===== src/sus_pkg.sv =====
package sus_pkg;

	localparam int MAX_SPHERES = 64;
	localparam int ADDR_W      = (MAX_SPHERES > 1) ? $clog2(MAX_SPHERES) : 1;
	localparam int CNT_W       = $clog2(MAX_SPHERES + 1);
	localparam int COORD_W     = 24;
	localparam int RAD_W       = 23;
	localparam int DIST_W      = 26;
	localparam int ABS_W       = COORD_W + 1;
	localparam int SQ_W        = 2 * ABS_W;
	localparam int ROOT_W      = SQ_W / 2;
	localparam int REM_W       = ROOT_W + 2;
	localparam int T_W         = 28;

	localparam logic [1:0] KIND_CLEAR = 2'd0;
	localparam logic [1:0] KIND_ADD   = 2'd1;
	localparam logic [1:0] KIND_QUERY = 2'd2;

	localparam logic signed [DIST_W-1:0] DIST_MIN = {1'b1, {(DIST_W-1){1'b0}}};
	localparam logic signed [DIST_W-1:0] DIST_MAX = {1'b0, {(DIST_W-1){1'b1}}};

	typedef struct packed {
		logic signed [COORD_W-1:0] x;
		logic signed [COORD_W-1:0] y;
		logic signed [COORD_W-1:0] z;
		logic [RAD_W-1:0]          r;
	} sphere_t;

	typedef struct packed {
		logic             last;
		logic [RAD_W-1:0] radius;
	} tag_t;

endpackage


===== src/sus_isqrt.sv =====
module sus_isqrt (
	input  logic                       clk,
	input  logic                       arst_n,
	input  logic                       in_vld,
	input  logic [sus_pkg::SQ_W-1:0]   in_sq,
	input  sus_pkg::tag_t              in_tag,
	output logic                       out_vld,
	output logic [sus_pkg::ROOT_W-1:0] out_root,
	output sus_pkg::tag_t              out_tag
);

	localparam int N = sus_pkg::ROOT_W;

	logic                       vld_s  [0:N];
	logic [sus_pkg::SQ_W-1:0]   v_s    [0:N];
	logic [sus_pkg::REM_W-1:0]  rem_s  [0:N];
	logic [sus_pkg::ROOT_W-1:0] root_s [0:N];
	sus_pkg::tag_t              tag_s  [0:N];

	assign vld_s[0]  = in_vld;
	assign v_s[0]    = in_sq;
	assign rem_s[0]  = '0;
	assign root_s[0] = '0;
	assign tag_s[0]  = in_tag;

	for (genvar k = 1; k <= N; k++) begin : g_stage
		logic [sus_pkg::REM_W+1:0] acc;
		logic [sus_pkg::REM_W+1:0] trial;
		logic                      take;

		assign acc   = {rem_s[k-1], v_s[k-1][sus_pkg::SQ_W-1 -: 2]};
		assign trial = {2'b00, root_s[k-1], 2'b01};
		assign take  = (acc >= trial);

		always_ff @(posedge clk or negedge arst_n) begin
			if (!arst_n) begin
				vld_s[k] <= 1'b0;
			end else begin
				vld_s[k] <= vld_s[k-1];
			end
		end

		always_ff @(posedge clk) begin
			v_s[k]    <= {v_s[k-1][sus_pkg::SQ_W-3:0], 2'b00};
			rem_s[k]  <= take ? sus_pkg::REM_W'(acc - trial) : sus_pkg::REM_W'(acc);
			root_s[k] <= {root_s[k-1][sus_pkg::ROOT_W-2:0], take};
			tag_s[k]  <= tag_s[k-1];
		end
	end

	assign out_vld  = vld_s[N];
	assign out_root = root_s[N];
	assign out_tag  = tag_s[N];

endmodule


===== config.mk =====
export PLATFORM = sky130hd
export DESIGN_NAME = sus_isqrt
export DESIGN_NICKNAME = d
export VERILOG_FILES = /design/src/sus_pkg.sv /design/src/sus_isqrt.sv
export SDC_FILE = /design/constraint.sdc
export NUM_CORES = 2
export LEC_CHECK = 0
export ABC_CLOCK_PERIOD_IN_PS = 3610
export BUFFER_PORTS_ARGS = -buffer_cell sky130_fd_sc_hd__buf_2
export CORE_ASPECT_RATIO = 0.6
export CORE_UTILIZATION = 30
export DETAILED_ROUTE_END_ITERATION = 6
export GPL_TIMING_DRIVEN = 0
export HOLD_SLACK_MARGIN = 0.05
export MAX_ROUTING_LAYER = met4
export PLACE_DENSITY = 0.45
export SKIP_LAST_GASP = 1
export SYNTH_ARGS = -nofsm -noshare
export SYNTH_HDL_FRONTEND = slang
export SYNTH_SLANG_ARGS = --single-unit

===== constraint.sdc =====
create_clock -name clk -period 3.61 [get_ports clk]
set_input_delay 0.361 -clock clk [delete_from_list [all_inputs] [get_ports clk]]
set_output_delay 0.361 -clock clk [all_outputs]
set_load 0.01 [all_outputs]

-- Word level (Yosys, flattened, before mapping)
Cells that the tools add are included.
- add/subtract/negate cells: 24
- multiply operators: 0
- div/mod/pow operators: 0
- magnitude comparators: 25
- equal/unequal tests: 0
- shifts and indexed selects: 0
- multiplexer cells: 24
- bitwise gates (word level): 0
- reduce and logical (&&, ||, !) cells: 0
- operators by type and width (cell ; number):
    27-bit two-way mux ; 23
    29-bit by 10-bit >= comparator with 1-bit output ; 1
    29-bit by 11-bit >= comparator with 1-bit output ; 1
    29-bit by 12-bit >= comparator with 1-bit output ; 1
    29-bit by 13-bit >= comparator with 1-bit output ; 1
    29-bit by 14-bit >= comparator with 1-bit output ; 1
    29-bit by 15-bit >= comparator with 1-bit output ; 1
    29-bit by 16-bit >= comparator with 1-bit output ; 1
    29-bit by 17-bit >= comparator with 1-bit output ; 1
    29-bit by 18-bit >= comparator with 1-bit output ; 1
    29-bit by 19-bit >= comparator with 1-bit output ; 1
    29-bit by 20-bit >= comparator with 1-bit output ; 1
    29-bit by 21-bit >= comparator with 1-bit output ; 1
    29-bit by 22-bit >= comparator with 1-bit output ; 1
    29-bit by 23-bit >= comparator with 1-bit output ; 1
    29-bit by 24-bit >= comparator with 1-bit output ; 1
    29-bit by 25-bit >= comparator with 1-bit output ; 1
    29-bit by 26-bit >= comparator with 1-bit output ; 1
    29-bit by 3-bit >= comparator with 1-bit output ; 1
    29-bit by 4-bit >= comparator with 1-bit output ; 1
    29-bit by 5-bit >= comparator with 1-bit output ; 1
    29-bit by 6-bit >= comparator with 1-bit output ; 1
    29-bit by 7-bit >= comparator with 1-bit output ; 1
    29-bit by 8-bit >= comparator with 1-bit output ; 1
    other kinds (27) ; 27
- register bits: 2174
- bits in latches: 0
- RAM bits: 0
- bits in read-only memories: 0
- input port bits: 77
- output and inout port bits: 50
- logic and storage cells: 222
- memories: 0

-- Depth between registers and ports, before layout
- depth in word-level cells: 2
- gate-level depth with buffers: 14
- depth with buffers taken out: 12

-- Least setup slack after synthesis
Ideal clock, no wire load.
- path kind: register to register
- from: reg root_s (netlist bit g_stage[23].trial[4])
- to: reg rem_s (netlist bit g_stage[24].acc[10])
- setup time: 121 ps
- arrival time: 2899 ps
- data required time: 3489 ps
- setup slack: 590 ps
- stages on the path, launching flop included: 13
- period minus slack after synthesis: 3020 ps
- cell sequence: dfxtp_1 -> inv_1 -> ha_1 -> or3_1 -> o22ai_1 -> o221ai_1 -> o21a_1 -> nor2_1 -> o31ai_1 -> or4b_1 -> clkbuf_1 -> buf_2 -> mux2_2
- longest elaborated chain between the ends: 2
- RTL lines (element ; RTL line ; RTL):
    start, declared ; sus_isqrt.sv:17 ; logic [sus_pkg::ROOT_W-1:0] root_s [0:N];
    start signal, assigned by index ; sus_isqrt.sv:46 ; root_s[k] <= {root_s[k-1][sus_pkg::ROOT_W-2:0], take};
    27-bit by 24-bit subtractor with 27-bit output / 29-bit by 24-bit >= comparator with 1-bit output (equally long branches) ; sus_isqrt.sv:45, sus_isqrt.sv:33 ;
    27-bit two-way mux * ; sus_isqrt.sv:45 ; rem_s[k] <= take ? sus_pkg::REM_W'(acc - trial) : sus_pkg::REM_W'(acc);
    end signal, assigned by index ; sus_isqrt.sv:45 ;
    end, declared ; sus_isqrt.sv:16 ; logic [sus_pkg::REM_W-1:0] rem_s [0:N];
Mark *: on every way between the ends. The rest lies on a longest branch, timed or not.
A chain may end at the register's enable or synchronous reset.

-- Worst setup path in the final report
- from: reg root_s (netlist bit g_stage[21].trial[19])
- to: reg rem_s (netlist bit g_stage[22].acc[20])
- longest elaborated chain between the ends: 2
- RTL lines (element ; RTL line ; RTL):
    29-bit by 22-bit >= comparator with 1-bit output ; sus_isqrt.sv:33 ; assign take = (acc >= trial);
    via g_stage[21].take ; sus_isqrt.sv:29 ; logic take;
    27-bit two-way mux ; sus_isqrt.sv:45 ;
The timed path passes the listed nets, and every way through them passes these cells.

==> flow_metrics.py <==
metrics = {
    "detailed_routing": {
        "initialDrtViolationCount": 3160,
        "vias": 42970,
        "via_per_inst": 4.419,
        "totalWireLength_mm": 152.7,
        "firstDrtPassIters": 5,
        "ant_nets": 0,
        "drc": 0,
        "wl_per_cell_um": 15.70,
    },
    "logic_synthesis": {
        "synth_commonest_cells": "dfxtp_1, inv_1, nor2_1, a21oi_1, ha_1",
        "synth_edf_count": 0,
        "ys_seq_area_share_pct": 63.21,
        "yosys_warnings": 0,
        "ys.flop_type": "dfxtp_1",
        "synth.most_common_cell": "dfxtp_1",
        "ys_types": 85,
        "syn_nets": 6538,
        "synth.top_cell.area_share_pct": 62.30,
        "synth.top_cells.by_area": "dfxtp_1, ha_1, xor2_1, xnor2_1, a21oi_1",
        "postSynthCellCount": 6109,
        "yosysTopAreaCell": "dfxtp_1",
        "synth_area_mm2": 0.06864,
        "async_flop_share_pct": 1.157,
        "syn_area_per_cell_um2": 11.24,
        "ys_ff_latch": 2161,
    },
    "place": {
        "gp_congestion": 0.8611,
        "dp.cells": 9249,
        "hpwl_mm": 113.3,
        "io_buffers": 126,
        "place_ws_ps": -1080,
    },
    "worst_hold_path": {
        "hold_start": "in_sq[11]",
        "hold_path.class": "in -> reg",
    },
    "cts": {
        "clk_pin_slew_ps": 60,
        "cts-root-buf": "clkbuf_16",
        "htree_levels": 4,
        "cts.sinks": 2161,
        "clk_latency_ps": 870,
        "cts_tree": "yes",
        "cts_buffer_depth": 4,
        "cts_buffers": 208,
    },
    "worst_setup_path": {
        "crit_start": "g_stage[21].trial[19]$_DFF_P_",
        "worstReg2RegEnd": "g_stage[22].acc[20]$_DFF_P_",
        "r2r_slack_ps": 100,
        "startpoint_type": "register",
        "crit_type": "reg -> reg",
        "critPathArrivalTime_ps": 4170,
        "critPathRequiredTime_ps": 4270,
        "endpoint": "g_stage[22].acc[20]$_DFF_P_",
        "endpoint_kind": "register",
        "cp_max_fo": 10,
        "reg2reg_from": "g_stage[21].trial[19]$_DFF_P_",
        "reg2reg_depth": 12,
    },
    "finish": {
        "fillCellCount": 22380,
        "ff_latch_area_mm2": 0.04339,
        "syn_to_final_growth_pct": 18.68,
        "fin_nets": 6978,
        "multiInputGateArea_mm2": 0.02338,
        "layout-drive-gt1-share_pct": 10.23,
        "stdcell_count": 9724,
    },
    "grt": {
        "antenna_found_initial": 9,
        "grt_pass1_wl_mm": 236.9,
        "globalRouteOverflowTotal": 0,
        "grt.busiest_layer": "met1",
        "grt_pass1_vias": 40970,
        "use_met2_pct": 15.74,
        "grt_use_met3_pct": 3.219,
        "grt_usage_pct": 13.47,
        "grt_max_degree": 19,
        "grtUsageMet1_pct": 21.75,
    },
    "sta": {
        "fin_tns_setup_ps": 0,
        "finalSetupViolCount": 0,
        "fin_ws_ps": 100.2,
        "min_period_ps": 3510,
        "finalCritPeriodShare_pct": 97.23,
        "hold_viol_final": 0,
        "slew_headroom_pct": 22.50,
        "rsz0062_at_grt": "true",
        "max_freq_mhz": 284.9,
        "drv_slew": 0,
        "fin_worst_skew_ps": 83.87,
        "worst_pin_slew_ps": 1148,
    },
    "floorplan": {
        "placementRows": 135,
        "core_mm2": 0.2265,
        "die_width_um": 619.5,
        "die_h_um": 372.5,
        "die-area_mm2": 0.2308,
        "initial_core_util_pct": 30.30,
        "ioPinCount": 127,
    },
    "power": {
        "power_per_cell_area_mw_per_mm2": 722.6,
        "total_power_uw": 58860,
        "p_leak_uw": 0.03679,
        "ir_worst_vdd_uv": 400.0,
    },
    "flow_run": {
        "cap_violations": 0,
    },
    "status": {
        "outcome": "completed",
    },
}
area by class of cell:
type | instances | area share [%]
clock inverter | 85 | 1.289
buffer | 119 | 0.7833
inverter | 428 | 1.977
multi-input combinational | 3395 | 28.70
sequential | 2161 | 53.26
timing repair buffer | 236 | 2.092
antenna | 3 | 0.009216
clock buffer | 283 | 7.254
tap | 3014 | 4.629
sequential cells by signal (all words and copies together), names as in the netlist:
| register | count |
|---|---|
| vld_s | 24 |
| g_stage.trial | 300 |
| v_s | 552 |
| out_vld | 1 |
| g_stage.acc | 659 |
| out_tag | 24 |
| out_root | 25 |
| tag_s | 576 |
worst max-delay path, cell delays in order (launching register included):
cell,delay [ps]
dfxtp_1,360
inv_1,60
ha_1,260
clkbuf_1,260
and3_1,280
nand3_1,190
nor2_2,330
a41oi_1,320
o211ai_1,290
a21o_2,270
clkbuf_4,310
clkbuf_4,310
a21oi_1,110
routing by layer:
metal	part of all wire (%)	vias up
li1	-	21550
met1	57	20130
met2	34	1047
met3	7.1	244
met4	2.2	0
met5	0	-
how the worst min path moves through the flow:
stage / endpoint / cells past startpoint
finish: v_s[1213]$_DFF_P_ / 2
global route: v_s[1209]$_DFF_P_ / 2
CTS: v_s[1209]$_DFF_P_ / 2
detailed placement: tag_s[373]$_DFF_P_ / 0
global placement: v_s[627]$_DFF_P_ / 0
floorplan: out_vld$_DFF_PN0_ / 0
cells in the final DEF, fill, tap and decap left out, types with 56 or more instances in the layout:
master	instances
buf_2	132
inv_1	426
or3_1	56
nand3_1	94
nor2_1	359
nor4_1	78
nand2_1	334
o21ai_0	254
clkbuf_1	84
xor2_1	254
ha_1	351
o21a_1	66
nor3_1	140
xnor2_1	246
nand2b_1	58
a21o_1	122
dlygate4sd3_1	99
dfxtp_1	2134
a21oi_1	346
clkbuf_16	210
report_power, final:
group	switching, µW	internal (µW)
logic	4220	3310
clock network	9120	12900
registers	2310	27000
through the flow:
step | utilization [%] | hold WS, ps | area, µm²
3_5_place_dp | 32.25 | 312.1 | 73040
5_1_grt | 35.96 | 71.40 | 81460
4_1_cts | 35.83 | 55.07 | 81170
6_report | 35.96 | 139.0 | 81460
2_1_floorplan | - | 65.41 | 68640
3_3_place_gp | 32.25 | 309.6 | 73040
what timing repair did:
action / CTS / global route
endpoints found under the setup margin: 257 / 253
hold endpoints to repair: 101 / 0
cloned: 0 / 0
setup buffers: 0 / 11
gates resized for setup: 71 / 78
hold buffers: 99 / 0
pin swaps: 0 / 9
kinds of logic (layout without fill, tap and decap cells):
group / after synthesis / count (layout) / share of synthesized area [%]
AO/OA/AOI/OAI: 1067 / 1067 / 9.603
XOR/XNOR: 503 / 503 / 6.429
adder cells (fa/ha/maj): 352 / 352 / 6.417
buffers and inverters: 553 / 1151 / 3.176
flip-flops: 2161 / 2161 / 63.21
multiplexers: 55 / 55 / 0.8914
other: 1 / 4 / 0.005464
AND/OR/NAND/NOR: 1417 / 1417 / 10.27
Power figures use the tool's default switching activity.
